--- src/hw/rtl/tcab_pkg.sv ---
// ----------------------------------------------------------------------------
// tcab_pkg
// Shared types, codes and helpers for the text coverage alpha blender:
// format codes, register indexes, coverage-to-alpha table, unpack and repack.
// ----------------------------------------------------------------------------
package tcab_pkg;

   localparam int PixelWidth = 24;
   localparam int ChanWidth  = 8;
   localparam int CovWidth   = 3;
   localparam int FmtWidth   = 2;
   localparam int IndexWidth = 2;

   typedef logic [PixelWidth-1:0] pixel_type;
   typedef logic [ChanWidth-1:0]  chan_type;
   typedef logic [FmtWidth-1:0]   fmt_type;

   // pixel format codes
   localparam fmt_type FMT_RGB565 = 2'd0;
   localparam fmt_type FMT_RGB555 = 2'd1;
   localparam fmt_type FMT_RGB888 = 2'd2;
   localparam fmt_type FMT_MONO   = 2'd3;

   // configuration register indexes
   localparam logic [IndexWidth-1:0] REG_FOREGROUND_COLOR = 2'd0;
   localparam logic [IndexWidth-1:0] REG_PIXEL_FORMAT     = 2'd1;

   // alpha levels
   localparam chan_type ALPHA_NONE = 8'd0;
   localparam chan_type ALPHA_FULL = 8'hff;

   typedef struct packed {
      chan_type r;
      chan_type g;
      chan_type b;
   } rgb_type;

   // map a coverage level to alpha; levels above four saturate
   function automatic chan_type alpha_of_level(input logic [CovWidth-1:0] level);
      chan_type a;
      case (level)
         3'd0:    a = ALPHA_NONE;
         3'd1:    a = 8'd64;
         3'd2:    a = 8'd128;
         3'd3:    a = 8'd192;
         default: a = ALPHA_FULL;
      endcase
      return a;
   endfunction

   // split a packed pixel into 8-bit channels
   function automatic rgb_type unpack(input pixel_type p, input fmt_type fmt);
      rgb_type c;
      unique case (fmt)
         FMT_RGB565: begin
            c.r = {p[15:11], 3'b000};
            c.g = {p[10:5], 2'b00};
            c.b = {p[4:0], 3'b000};
         end
         FMT_RGB555: begin
            c.r = {p[14:10], 3'b000};
            c.g = {p[9:5], 3'b000};
            c.b = {p[4:0], 3'b000};
         end
         default: begin
            c.r = p[23:16];
            c.g = p[15:8];
            c.b = p[7:0];
         end
      endcase
      return c;
   endfunction

   // join 8-bit channels into a packed pixel
   function automatic pixel_type pack(input rgb_type c, input fmt_type fmt);
      pixel_type p;
      unique case (fmt)
         FMT_RGB565: p = {8'd0, c.r[7:3], c.g[7:2], c.b[7:3]};
         FMT_RGB555: p = {9'd0, c.r[7:3], c.g[7:3], c.b[7:3]};
         default:    p = {c.r, c.g, c.b};
      endcase
      return p;
   endfunction

endpackage

--- src/hw/rtl/text_coverage_alpha_blend_top.sv ---
// ----------------------------------------------------------------------------
// text_coverage_alpha_blend_top
// Blends the text foreground color into a framebuffer pixel according to a
// five-level glyph coverage value, in RGB565, RGB555, RGB888 or mono format.
// ----------------------------------------------------------------------------
//
//   channel   ports                                   flow
//   -------   -------------------------------------   -----------------------
//   request   start, busy, req_coverage,              one beat per cycle
//             req_dest_pixel
//   response  rsp_valid, rsp_result_pixel,            one-cycle strobe
//             rsp_write_enable
//   csr       csr_write_enable, csr_index,            write only, no wait
//             csr_write_data
//
// A beat passes through four register stages in order: unpack and difference,
// channel multiply, rounding step, add and repack. A new beat is taken every
// cycle (busy stays low). Synchronous reset clears the pipeline valid bits
// and both registers. The receiver cannot stall, so nothing holds.
// ----------------------------------------------------------------------------
module text_coverage_alpha_blend_top (
   input  logic                                clock,
   input  logic                                reset,
   input  logic                                start,
   output logic                                busy,
   input  logic [tcab_pkg::CovWidth-1:0]       req_coverage,
   input  tcab_pkg::pixel_type                 req_dest_pixel,
   output logic                                rsp_valid,
   output tcab_pkg::pixel_type                 rsp_result_pixel,
   output logic                                rsp_write_enable,
   input  logic                                csr_write_enable,
   input  logic [tcab_pkg::IndexWidth-1:0]     csr_index,
   input  tcab_pkg::pixel_type                 csr_write_data
);

   // configuration registers
   tcab_pkg::pixel_type fg_ff, fg_in;
   tcab_pkg::fmt_type   fmt_ff, fmt_in;

   // stage 1: unpacked destination, differences, alpha
   logic                s1_valid_ff, s1_valid_in;
   logic                s1_blend_ff, s1_blend_in;
   logic                s1_wr_ff, s1_wr_in;
   tcab_pkg::pixel_type s1_bypass_ff, s1_bypass_in;
   tcab_pkg::fmt_type   s1_fmt_ff, s1_fmt_in;
   tcab_pkg::chan_type  s1_alpha_ff, s1_alpha_in;
   tcab_pkg::rgb_type   s1_dst_ff, s1_dst_in;
   logic signed [8:0]   s1_diff_ff [3];
   logic signed [8:0]   s1_diff_in [3];

   // stage 2: products
   logic                s2_valid_ff, s2_valid_in;
   logic                s2_blend_ff, s2_blend_in;
   logic                s2_wr_ff, s2_wr_in;
   tcab_pkg::pixel_type s2_bypass_ff, s2_bypass_in;
   tcab_pkg::fmt_type   s2_fmt_ff, s2_fmt_in;
   tcab_pkg::rgb_type   s2_dst_ff, s2_dst_in;
   logic signed [17:0]  s2_prod_ff [3];
   logic signed [17:0]  s2_prod_in [3];

   // stage 3: rounded steps
   logic                s3_valid_ff, s3_valid_in;
   logic                s3_blend_ff, s3_blend_in;
   logic                s3_wr_ff, s3_wr_in;
   tcab_pkg::pixel_type s3_bypass_ff, s3_bypass_in;
   tcab_pkg::fmt_type   s3_fmt_ff, s3_fmt_in;
   tcab_pkg::rgb_type   s3_dst_ff, s3_dst_in;
   tcab_pkg::chan_type  s3_step_ff [3];
   tcab_pkg::chan_type  s3_step_in [3];

   // output register
   logic                out_valid_ff, out_valid_in;
   logic                out_wr_ff, out_wr_in;
   tcab_pkg::pixel_type out_pixel_ff, out_pixel_in;

   logic                accept;
   tcab_pkg::chan_type  alpha;
   tcab_pkg::rgb_type   fg_rgb;
   tcab_pkg::rgb_type   dst_rgb;
   tcab_pkg::rgb_type   blended;
   logic signed [17:0]  round_sum [3];

   assign busy   = 1'b0;
   assign accept = start && !busy;

   // decode configuration writes
   always_comb begin
      fg_in  = fg_ff;
      fmt_in = fmt_ff;
      if (csr_write_enable) begin
         unique case (csr_index)
            tcab_pkg::REG_FOREGROUND_COLOR: fg_in  = csr_write_data;
            tcab_pkg::REG_PIXEL_FORMAT:     fmt_in = csr_write_data[tcab_pkg::FmtWidth-1:0];
            default: ;
         endcase
      end
   end

   // stage 1: classify the beat, unpack both colors, take differences
   always_comb begin
      alpha   = tcab_pkg::alpha_of_level(req_coverage);
      fg_rgb  = tcab_pkg::unpack(fg_ff, fmt_ff);
      dst_rgb = tcab_pkg::unpack(req_dest_pixel, fmt_ff);

      s1_valid_in  = accept;
      s1_wr_in     = (alpha != tcab_pkg::ALPHA_NONE);
      s1_blend_in  = (alpha != tcab_pkg::ALPHA_NONE) && (alpha != tcab_pkg::ALPHA_FULL)
                     && (fmt_ff != tcab_pkg::FMT_MONO);
      s1_bypass_in = (alpha == tcab_pkg::ALPHA_NONE) ? req_dest_pixel : fg_ff;
      s1_fmt_in    = fmt_ff;
      s1_alpha_in  = alpha;
      s1_dst_in    = dst_rgb;
      s1_diff_in[0] = $signed({1'b0, fg_rgb.r}) - $signed({1'b0, dst_rgb.r});
      s1_diff_in[1] = $signed({1'b0, fg_rgb.g}) - $signed({1'b0, dst_rgb.g});
      s1_diff_in[2] = $signed({1'b0, fg_rgb.b}) - $signed({1'b0, dst_rgb.b});
   end

   // stage 2: scale each difference by alpha
   always_comb begin
      s2_valid_in  = s1_valid_ff;
      s2_blend_in  = s1_blend_ff;
      s2_wr_in     = s1_wr_ff;
      s2_bypass_in = s1_bypass_ff;
      s2_fmt_in    = s1_fmt_ff;
      s2_dst_in    = s1_dst_ff;
      for (int i = 0; i < 3; i++) begin
         s2_prod_in[i] = 18'(s1_diff_ff[i]) * 18'($signed({1'b0, s1_alpha_ff}));
      end
   end

   // stage 3: divide by 255 with rounding, floor shifts
   always_comb begin
      s3_valid_in  = s2_valid_ff;
      s3_blend_in  = s2_blend_ff;
      s3_wr_in     = s2_wr_ff;
      s3_bypass_in = s2_bypass_ff;
      s3_fmt_in    = s2_fmt_ff;
      s3_dst_in    = s2_dst_ff;
      for (int i = 0; i < 3; i++) begin
         round_sum[i]  = s2_prod_ff[i] + (s2_prod_ff[i] >>> 8) + 18'sd128;
         s3_step_in[i] = round_sum[i][15:8];
      end
   end

   // stage 4: apply steps, repack, pick the bypass pixel where no blend
   always_comb begin
      blended.r    = s3_dst_ff.r + s3_step_ff[0];
      blended.g    = s3_dst_ff.g + s3_step_ff[1];
      blended.b    = s3_dst_ff.b + s3_step_ff[2];
      out_valid_in = s3_valid_ff;
      out_wr_in    = s3_wr_ff;
      out_pixel_in = s3_blend_ff ? tcab_pkg::pack(blended, s3_fmt_ff) : s3_bypass_ff;
   end

   // control registers
   always_ff @(posedge clock) begin
      if (reset) begin
         fg_ff        <= '0;
         fmt_ff       <= tcab_pkg::FMT_RGB565;
         s1_valid_ff  <= 1'b0;
         s2_valid_ff  <= 1'b0;
         s3_valid_ff  <= 1'b0;
         out_valid_ff <= 1'b0;
      end else begin
         fg_ff        <= fg_in;
         fmt_ff       <= fmt_in;
         s1_valid_ff  <= s1_valid_in;
         s2_valid_ff  <= s2_valid_in;
         s3_valid_ff  <= s3_valid_in;
         out_valid_ff <= out_valid_in;
      end
   end

   // payload registers advance every cycle
   always_ff @(posedge clock) begin
      s1_blend_ff  <= s1_blend_in;
      s1_wr_ff     <= s1_wr_in;
      s1_bypass_ff <= s1_bypass_in;
      s1_fmt_ff    <= s1_fmt_in;
      s1_alpha_ff  <= s1_alpha_in;
      s1_dst_ff    <= s1_dst_in;
      s2_blend_ff  <= s2_blend_in;
      s2_wr_ff     <= s2_wr_in;
      s2_bypass_ff <= s2_bypass_in;
      s2_fmt_ff    <= s2_fmt_in;
      s2_dst_ff    <= s2_dst_in;
      s3_blend_ff  <= s3_blend_in;
      s3_wr_ff     <= s3_wr_in;
      s3_bypass_ff <= s3_bypass_in;
      s3_fmt_ff    <= s3_fmt_in;
      s3_dst_ff    <= s3_dst_in;
      out_wr_ff    <= out_wr_in;
      out_pixel_ff <= out_pixel_in;
      for (int i = 0; i < 3; i++) begin
         s1_diff_ff[i] <= s1_diff_in[i];
         s2_prod_ff[i] <= s2_prod_in[i];
         s3_step_ff[i] <= s3_step_in[i];
      end
   end

   assign rsp_valid        = out_valid_ff;
   assign rsp_result_pixel = out_pixel_ff;
   assign rsp_write_enable = out_wr_ff;

endmodule
--- config.mk ---
export PLATFORM = sky130hd
export DESIGN_NAME = text_coverage_alpha_blend_top
export DESIGN_NICKNAME = d
export VERILOG_FILES = /design/src/hw/rtl/tcab_pkg.sv /design/src/hw/rtl/text_coverage_alpha_blend_top.sv
export SDC_FILE = /design/constraint.sdc
export NUM_CORES = 1
export LEC_CHECK = 0
export BUFFER_PORTS_ARGS = -buffer_cell sky130_fd_sc_hd__buf_4
export CORE_AREA = 2 2 234 190
export CTS_BUF_LIST = sky130_fd_sc_hd__clkbuf_2 sky130_fd_sc_hd__clkbuf_4 sky130_fd_sc_hd__clkbuf_8
export DETAILED_ROUTE_END_ITERATION = 6
export DIE_AREA = 0 0 236 192
export HOLD_SLACK_MARGIN = 0.05
export SLEW_MARGIN = 5
export SYNTH_ARGS = -nofsm -noshare
export SYNTH_HDL_FRONTEND = slang
export SYNTH_SLANG_ARGS = --single-unit
--- constraint.sdc ---
create_clock -name clock -period 6 [get_ports clock]
set_clock_uncertainty 0.15 [all_clocks]
set_input_delay 0.6 -clock clock [delete_from_list [all_inputs] [get_ports clock]]
set_output_delay 0.6 -clock clock [all_outputs]
set_load 0.03 [all_outputs]
==> run_results.csv, run 1 <==
group,metric,value,unit
status,run_status,"completed",
global_route,busiest_layer,"met2",
die,start_util,44.6,%
critical_path,r2r_slack,0.96,ns
yosys,netlist_instances,1977,
yosys,ys_ff_latch,319,
critical_path,worstPathRequired,6.38,ns
yosys,syn_nets,2383,
critical_path,endpoint_kind,"flop",
place,dpl_cell_area,0.0203,mm^2
cells_and_area,nNetsFinal,2490,
clocking,insertion_delay,0.63,ns
power,netSwitchingPower,5.32,mW
drt,routed_wl,42.2,mm
die,die_area,0.0453,mm^2
critical_path,regToRegStartpoint,"s1_alpha_ff[5]",
global_route,grtUsageMet1,25.8,%
sta,period_share,83.9,%
sta,fmax,199,MHz
cells_and_area,antenna_cells,0,
power,p_leak,10.4,nW
clocking,tritoncts,"done",
sta,worst_pin_slew,0.862,ns
sta,hold_viol,0,
cells_and_area,final_cell_area,0.0216,mm^2
drt,ant_nets,0,
drt,route.detailed.drc,0,
power,ir_drop,0.664,mV
die,rows,68,
yosys,synth_edf_count,0,
yosys,synthDistinctLibCells,68,
sta,fin_tns_setup,0,ns
cells_and_area,area_delta_synth_final,12.9,%
place,place.gp.congestion,0.840,
global_route,grt_usage,19.1,%
yosys,ys_seq_area_share,33.4,%
global_route,grt_remaining_overflow,0,
sta,slew_headroom,42.0,%
place,post-dp-hpwl,33.0,mm
drt,wire_per_inst,15.7,um
die,num_io_pins,84,
power,combPwrFrac,60.3,%
worst_hold_path,min_from,"req_coverage[0]",
drt,vias,13200,
global_route,use_met3,2.72,%
yosys,syn_area_per_cell,9.66,um^2
cells_and_area,drive_gt1_share,11.2,%
cells_and_area,layout_common_cells,"dfxtp_1, inv_1, ha_1, nand2_1, fa_1",
critical_path,r2r_end,"s2_prod_ff[0][35]",
global_route,grt_pass1_wl,69.8,mm
clocking,cts_inserted_buffers,51,
yosys,synthArstFlopShare,0,%
worst_hold_path,holdPathEnd,"s1_alpha_ff[6]",
run,cap_violations,0,
power,clkPwrFrac,16.2,%
worst_hold_path,whs_path_depth,2,
cells_and_area,regArea,0.00639,mm^2
sta,setup_violations,0,
drt,drt-pass1-iter-count,5,
drt,via_per_inst,4.94,
sta,finalCriticalPeriod,5.04,ns
die,core_area,0.0428,mm^2
clocking,cts_resized,0,
sta,rsz0062_at_grt,"false",
place,place_ws,0.953,ns
power,powerDensity,572,mW/mm^2
yosys,synth_area,0.0191,mm^2
worst_hold_path,hp-class,"input pin to flop",
clocking,root_buffer,"clkbuf_8",
clocking,cts_sinks,319,
die,dieWidth,236,um
critical_path,path_class,"flop to flop",
yosys,synth_top_flop_cell,"dfxtp_1",
sta,fin_ws,0.964,ns
critical_path,ff2ff_path_depth,15,
critical_path,arrival,5.42,ns
cells_and_area,fin_util,50.4,%
cells_and_area,multi_input_area,0.0114,mm^2
cells_and_area,final_common_cell,"dfxtp_1",
clocking,htree_levels,2,
critical_path,start_kind,"flop",
power,p_seq_share,23.6,%
drt,drtIter0Drc,622,
sta,slew_viol_final,0,
place,port_buffers,82,
power,swShare,43.1,%
global_route,grtUsageMet2,32.4,%
global_route,grt_max_degree,56,
global_route,grt_pass1_vias,13700,
yosys,ys_warn_count,0,
cells_and_area,nFillCells,3930,
power,p_int,7.01,mW
die,die_h,192,um
clocking,clockBufferDepth,3,
critical_path,cp_max_fo,55,
global_route,antenna_found_initial,0,
clocking,path_clk_slew,0.07,ns
## power groups by stage
stage	Sequential [mW]	Combinational, mW	Clock (mW)
floorplan	2.89	5.72	0
finish	2.91	7.43	1.99
detailed placement	2.96	7.38	0
global route	2.95	8.48	2.16
CTS	2.92	7.48	2.06
global placement	2.96	7.21	0
## sequential cells by signal, summed over array words and instances (netlist names), 3 cells and up
name              flops
s3_step_ff           24
s3_dst_ff            24
rsp_result_pixel     24
s1_alpha_ff           3
s1_bypass_ff         24
s2_bypass_ff         24
s2_dst_ff            24
fg_ff                24
s3_bypass_ff         24
s1_diff_ff           27
s1_dst_ff            24
s2_prod_ff           54
## cells in the mapped netlist (4+ instances only)
library cell | count | area, um^2
nand2b_1 | 17 | 106
nor3_1 | 20 | 100
a31oi_1 | 11 | 68.8
xnor2_1 | 80 | 701
a21o_1 | 33 | 248
a211o_1 | 4 | 35.0
o21bai_1 | 8 | 60.1
ha_1 | 244 | 3050
inv_1 | 284 | 1070
xor2_1 | 59 | 517
a31o_2 | 7 | 61.3
nand3b_1 | 4 | 30.0
nand2_1 | 157 | 589
a21boi_0 | 22 | 165
nor3b_1 | 7 | 52.6
mux2i_1 | 34 | 340
a211oi_1 | 18 | 135
o22ai_1 | 5 | 31.3
o2bb2ai_1 | 11 | 96.3
mux2_2 | 33 | 372
nor2b_1 | 25 | 156
o21ai_0 | 82 | 410
o2111ai_1 | 6 | 52.6
nor2_1 | 57 | 214
or2_2 | 5 | 31.3
dfxtp_1 | 319 | 6390
fa_1 | 105 | 2100
or3_1 | 7 | 43.8
a21oi_1 | 78 | 390
buf_1 | 5 | 18.8
or3b_2 | 4 | 35.0
nand3_1 | 17 | 85.1
clkbuf_1 | 48 | 180
o211ai_1 | 6 | 45.0
o21a_1 | 22 | 165
and2_1 | 83 | 519
## cell type report
type / instances / area share, %
multi-input cells: 1317 / 53.0
inverters: 285 / 4.96
well taps: 560 / 3.25
clock inverters: 19 / 0.882
clock buffers: 69 / 4.20
flip-flops and latches: 319 / 29.6
repair buffers: 110 / 4.06
## kinds of logic after synthesis
| family | share of synthesized area, % |
|---|---|
| DFF | 33.4 |
| muxes | 3.73 |
| AOI/OAI and AO/OA | 11.7 |
| adders and majority gates | 27.1 |
| xor gates and xnor gates | 6.38 |
| and+or+nand+nor | 10.9 |
| other | 0.0196 |
| buffers and inverters | 6.74 |
## worst max-delay path by stage
| stage | start | to | slack, ns | cells past startpoint |
|---|---|---|---|---|
| global placement | s1_alpha_ff[5] | s2_prod_ff[0][35] | 1.02 | 15 |
| detailed placement | s1_alpha_ff[5] | s2_prod_ff[0][35] | 0.95 | 15 |
| global route | s1_alpha_ff[5] | s2_prod_ff[0][35] | 0.58 | 15 |
| finish | s1_alpha_ff[5] | s2_prod_ff[0][35] | 0.96 | 15 |
| CTS | s1_alpha_ff[5] | s2_prod_ff[0][35] | 0.94 | 15 |
| floorplan | s1_alpha_ff[5] | s2_prod_ff[0][52] | 1.35 | 18 |
## metal layers
layer  wire (um)  vias to the layer above  share of wire, %
li1            -                     6719                 -
met4         821                        0               1.9
met2       19200                      206                46
met1       20500                     6253                49
met5           0                        -                 0
met3        1600                       63               3.8
## worst max-delay path: stages (launching register included)
cell and delay (ns):
dfxtp_1 0.30, buf_4 0.41, nand2_1 0.43, inv_1 0.35, ha_1 0.33, fa_1 0.51, fa_1 0.50, inv_1 0.05
fa_1 0.49, inv_1 0.05, ha_1 0.21, a2111o_1 0.41, a21oi_1 0.19, nor2_1 0.11, a311oi_1 0.32, xnor2_1 0.15
## through the flow
step	power (mW)	hold slack [ns]	cells
3_5_place_dp	10.3	0.162	2571
2_1_floorplan	8.61	0.160	1977
5_1_grt	13.6	0.0508	2679
6_report	12.3	0.0874	2679
3_3_place_gp	10.2	0.159	2571
4_1_cts	12.5	0.0513	2679
## repair_timing
action	in CTS	in global routing
buffers inserted	0	0
hold endpoints to repair	21	0
hold buffers	20	0
setup endpoints to repair	0	0
Note: power is estimated with default switching activity, not from simulation.
==> run 2, diff against run 1 <==
clock period = 4.3 ns   (was 6 ns; I/O delays follow)
==> run_results.csv, run 2 (same netlist as run 1, synthesis figures left out) <==
group,metric,value,unit
critical_path,r2r_end,"s2_prod_ff[0][35]",
worst_hold_path,hp-class,"input pin to flop",
drt,ant_nets,0,
sta,fin_tns_setup,0,ns
clocking,tritoncts,"done",
sta,fmax,238,MHz
sta,hold_viol,0,
power,netSwitchingPower,7.91,mW
drt,via_per_inst,4.91,
critical_path,start_kind,"flop",
die,core_area,0.0428,mm^2
cells_and_area,drive_gt1_share,17.2,%
die,start_util,44.6,%
die,die_h,192,um
sta,finalCriticalPeriod,4.20,ns
clocking,cts_sinks,319,
place,place.gp.congestion,0.859,
power,p_leak,11.0,nW
sta,rsz0062_at_grt,"true",
critical_path,endpoint_kind,"flop",
clocking,insertion_delay,0.61,ns
sta,slew_headroom,37.3,%
clocking,root_buffer,"clkbuf_8",
cells_and_area,fin_util,53.8,%
run,cap_violations,0,
global_route,grt_remaining_overflow,0,
cells_and_area,layout_common_cells,"dfxtp_1, inv_1, ha_1, nand2_1, buf_4",
die,dieWidth,236,um
clocking,cts_inserted_buffers,53,
power,ir_drop,0.846,mV
critical_path,regToRegStartpoint,"s1_alpha_ff[5]",
worst_hold_path,holdPathEnd,"fmt_ff[0]",
power,combPwrFrac,61.8,%
die,die_area,0.0453,mm^2
cells_and_area,nNetsFinal,2596,
sta,period_share,97.7,%
clocking,htree_levels,2,
power,swShare,41.8,%
die,rows,68,
worst_hold_path,whs_path_depth,4,
critical_path,ff2ff_path_depth,14,
power,p_seq_share,21.4,%
sta,worst_pin_slew,0.935,ns
status,run_status,"completed",
place,post-dp-hpwl,33.4,mm
drt,wire_per_inst,15.6,um
power,p_int,11.0,mW
global_route,grt_pass1_wl,70.5,mm
clocking,path_clk_slew,0.06,ns
drt,drt-pass1-iter-count,5,
cells_and_area,final_common_cell,"dfxtp_1",
cells_and_area,antenna_cells,0,
cells_and_area,reg_top3,"s2_prod_ff (54), s1_diff_ff (27)",
drt,route.detailed.drc,0,
critical_path,cp_max_fo,7,
sta,setup_violations,0,
global_route,antenna_found_initial,0,
worst_hold_path,min_from,"csr_write_enable",
cells_and_area,largest_reg_flops,54,
global_route,grt_usage,19.4,%
place,port_buffers,82,
critical_path,worstPathRequired,4.67,ns
cells_and_area,largest_register,"s2_prod_ff",
power,finalPower,18.9,mW
drt,drtIter0Drc,558,
power,clkPwrFrac,16.7,%
critical_path,arrival,4.57,ns
cells_and_area,area_delta_synth_final,20.6,%
power,powerDensity,822,mW/mm^2
critical_path,path_class,"flop to flop",
global_route,grt_max_degree,51,
drt,routed_wl,43.5,mm
global_route,grt_pass1_vias,14000,
critical_path,r2r_slack,0.1,ns
drt,vias,13700,
sta,slew_viol_final,0,
die,num_io_pins,84,
clocking,clockBufferDepth,3,
run 2: cell types whose count changed in the layout (fill, tap and decap cells not counted), sizes merged:
| cell | before | now |
|---|---|---|
| dlygate4sd3 | 20 | 57 |
| clkbuf | 69 | 78 |
| buf | 90 | 154 |
| clkinv | 10 | 12 |
| bufinv | 2 | 7 |
| inv | 289 | 286 |
run 2: layout make-up:
class / instances / area, um^2
tap: 560 / 701
timing repair buffer: 214 / 1830
multi-input combinational: 1317 / 11700
clock buffer: 75 / 957
sequential: 319 / 6400
clock inverter: 23 / 330
fill: 3754 / 19800
inverter: 285 / 1070
run 2: how the worst max path moves through the flow:
stage | from | end | slack, ns | cells after the start
2_1_floorplan | s1_alpha_ff[5] | s2_prod_ff[0][52] | -0.11 | 18
3_3_place_gp | s1_alpha_ff[5] | s2_prod_ff[0][52] | -0.02 | 17
3_5_place_dp | s1_alpha_ff[5] | s2_prod_ff[0][52] | -0.09 | 13
4_1_cts | s1_alpha_ff[5] | s2_prod_ff[0][52] | -0.01 | 17
5_1_grt | s1_alpha_ff[5] | s2_prod_ff[0][17] | -0.09 | 17
6_report | s1_alpha_ff[5] | s2_prod_ff[0][35] | 0.1 | 14
run 2: power by group through the flow:
stage                     registers, mW  clock network, mW  logic, mW
after CTS                          4.06               3.26       11.1
after global placement             4.12                  0       10.6
final                              4.06               3.17       11.7
after floorplan                    4.04                  0       7.98
after global routing               4.11               3.40       13.3
after detailed placement           4.12                  0       10.8
run 2: repair_timing:
| item | 4_1_cts | 5_1_grt |
|---|---|---|
| hold buffers | 57 | 0 |
| pin swaps | 2 | 35 |
| setup buffers | 1 | 8 |
| setup endpoints to repair | 9 | 17 |
| hold endpoints to repair | 81 | 0 |
| gates cloned | 1 | 4 |
| resized for setup | 14 | 74 |
run 2: through the flow:
step	std cells	cell area, um^2	setup slack (ns)	hold slack, ns
floorplan	1977	19100	-0.107	0.160
detailed placement	2626	20700	-0.0910	0.162
finish	2793	23000	0.0977	0.140
global route	2793	23000	-0.0943	0.140
CTS	2783	22700	-0.0134	0.101
global placement	2626	20700	-0.0190	0.160
run 2: critical path: stages, from the launching register on:
cell and delay [ns]:
dfxtp_4 0.41, buf_12 0.16, and2_1 0.15, ha_1 0.35, fa_1 0.52, fa_1 0.50
inv_1 0.06, fa_1 0.52, inv_1 0.05, ha_1 0.20, a2111o_1 0.43, a21oi_2 0.17
nor2_2 0.07, a311oi_2 0.23, xnor2_1 0.14
run 2: routing by layer:
| metal | share of wire (%) | track usage (%) |
|---|---|---|
| met5 | 0 | 0 |
| met4 | 2.4 | 5.63 |
| met1 | 48 | 25.8 |
| met2 | 46 | 32.7 |
| met3 | 3.1 | 2.93 |
==> run 3, diff against run 2 <==
clock period = 5 ns   (was 4.3 ns; I/O delays follow)
==> run_results.csv, run 3 (same netlist as run 1, synthesis figures left out) <==
group,metric,value,unit
worst_hold_path,holdPathEnd,"s2_dst_ff[19]",
global_route,grt_remaining_overflow,0,
sta,slew_headroom,36.4,%
die,start_util,44.6,%
die,rows,68,
power,finalPower,15.0,mW
cells_and_area,final_common_cell,"dfxtp_1",
place,place_ws,0.379,ns
global_route,grt_max_degree,58,
global_route,grt_pass1_vias,13700,
power,netSwitchingPower,6.35,mW
worst_hold_path,whs_path_depth,0,
cells_and_area,drive_gt1_share,11.5,%
critical_path,arrival,5.01,ns
sta,period_share,92.7,%
clocking,root_buffer,"clkbuf_8",
power,clkPwrFrac,17.1,%
drt,route.detailed.drc,0,
status,run_status,"completed",
power,ir_drop,0.784,mV
clocking,cts_resized,0,
critical_path,worstPathCellList,"buf_4 > nand2_1 > inv_1 > ha_1 > inv_1 > fa_1 > inv_1 > fa_1 > inv_1 > fa_1 > inv_1 > ha_1 > or3_1 > a21oi_1 > o211ai_1 > a41o_1 > a31oi_1 > xnor2_1",
critical_path,ff2ff_path_depth,18,
power,powerDensity,679,mW/mm^2
die,dieWidth,236,um
cells_and_area,layoutNonFillerInstCount,2723,
die,die_h,192,um
sta,whs,0.139,ns
clocking,postCtsHoldBufs,52,
clocking,cts_sinks,319,
power,p_leak,10.6,nW
clocking,insertion_delay,0.60,ns
critical_path,cp_top_family,"adder cells",
critical_path,regToRegStartpoint,"s1_alpha_ff[5]",
clocking,htree_levels,2,
cells_and_area,antenna_cells,0,
cells_and_area,nNetsFinal,2527,
cells_and_area,layout_common_cells,"dfxtp_1, inv_1, ha_1, nand2_1, fa_1",
power,p_seq_share,23.4,%
critical_path,cp_max_fo,35,
worst_hold_path,min_from,"s1_dst_ff[19]",
power,combPwrFrac,59.5,%
drt,vias,13300,
place,placed_cells,2576,
drt,wire_per_inst,15.3,um
critical_path,path_common_cell,"inv_1",
drt,ant_nets,0,
sta,slew_viol_final,0,
place,port_buffers,82,
clocking,cts_inserted_buffers,51,
global_route,antenna_found_initial,0,
critical_path,slowest_stage,"fa_1",
power,p_int,8.62,mW
cells_and_area,fin_util,51.5,%
sta,hold_viol,0,
sta,worst_pin_slew,0.953,ns
cells_and_area,final_cell_area,0.0220,mm^2
cells_and_area,reg_top3,"s2_prod_ff (54), s1_diff_ff (27)",
clocking,tritoncts,"done",
critical_path,worstPathRequired,5.37,ns
run,cap_violations,0,
clocking,path_clk_slew,0.08,ns
critical_path,cp_num_buf_inv,6,
critical_path,path_class,"flop to flop",
sta,fin_ws,0.363,ns
global_route,grt_pass1_wl,68.9,mm
die,num_io_pins,84,
die,core_area,0.0428,mm^2
worst_hold_path,hp-class,"flop to flop",
global_route,grt_usage,18.8,%
place,post-dp-hpwl,33.0,mm
sta,rsz0062_at_grt,"false",
critical_path,r2r_end,"s2_prod_ff[0][17]",
sta,fin_tns_setup,0,ns
sta,setup_violations,0,
clocking,clockBufferDepth,3,
sta,finalCriticalPeriod,4.64,ns
cells_and_area,area_delta_synth_final,15.4,%
place,place.gp.congestion,0.846,
drt,via_per_inst,4.90,
cells_and_area,largest_register,"s2_prod_ff",
critical_path,crit_cells,18,
critical_path,r2r_slack,0.36,ns
drt,drtIter0Drc,556,
drt,routed_wl,41.7,mm
clocking,cts_setup_buffers,0,
critical_path,start_kind,"flop",
power,swShare,42.4,%
sta,fmax,216,MHz
critical_path,endpoint_kind,"flop",
cells_and_area,largest_reg_flops,54,
critical_path,critPathMaxStageDelay,0.53,ns
place,dpl_cell_area,0.0203,mm^2
die,die_area,0.0453,mm^2
drt,drt-pass1-iter-count,5,
[run 3: cell types whose count changed in the layout (fill, tap and decap cells not counted), sizes merged]
cell	before	now
dlygate4sd3	57	52
buf	154	95
clkbuf	78	74
clkinvlp	3	4
clkinv	12	10
inv	286	288
bufinv	7	4
[run 3: layout make-up]
cell class              instances  area (um^2)
multi-input cells            1317        11400
flip-flops and latches        319         6390
inverters                     285         1070
fillers                      3905        20800
clock buffers                  74          975
clock inverters                21          241
repair buffers                147         1230
well taps                     560          701
[run 3: power by group through the flow]
stage | Clock [mW] | Combinational (mW) | Sequential [mW]
final | 2.57 | 8.90 | 3.50
after global routing | 2.76 | 10.1 | 3.55
after CTS | 2.64 | 8.97 | 3.51
after detailed placement | 0 | 8.85 | 3.56
after global placement | 0 | 8.69 | 3.56
after floorplan | 0 | 6.86 | 3.47
[run 3: routing by layer]
layer  wire, um  global-route usage [%]
met5          0                       0
met4        880                    5.27
met3       1300                    2.52
met2      19000                    31.8
met1      20600                    25.4
[run 3: worst register-to-register path, cell delays in order, from the launching register on]
cell and delay [ns]:
dfxtp_1 0.33, buf_4 0.29, nand2_1 0.12, inv_1 0.22
ha_1 0.20, inv_1 0.07, fa_1 0.47, inv_1 0.06
fa_1 0.53, inv_1 0.05, fa_1 0.49, inv_1 0.04
ha_1 0.21, or3_1 0.39, a21oi_1 0.20, o211ai_1 0.13
a41o_1 0.26, a31oi_1 0.21, xnor2_1 0.13
[run 3: how the worst max path moves through the flow]
| stage | startpoint | endpoint | slack, ns |
|---|---|---|---|
| floorplan | s1_alpha_ff[5] | s2_prod_ff[0][52] | 0.35 |
| global placement | s1_alpha_ff[5] | s2_prod_ff[0][17] | 0.49 |
| detailed placement | s1_alpha_ff[5] | s2_prod_ff[0][17] | 0.38 |
| CTS | s1_alpha_ff[5] | s2_prod_ff[0][17] | 0.35 |
| global route | s1_alpha_ff[5] | s2_prod_ff[0][17] | 0.06 |
| finish | s1_alpha_ff[5] | s2_prod_ff[0][17] | 0.36 |
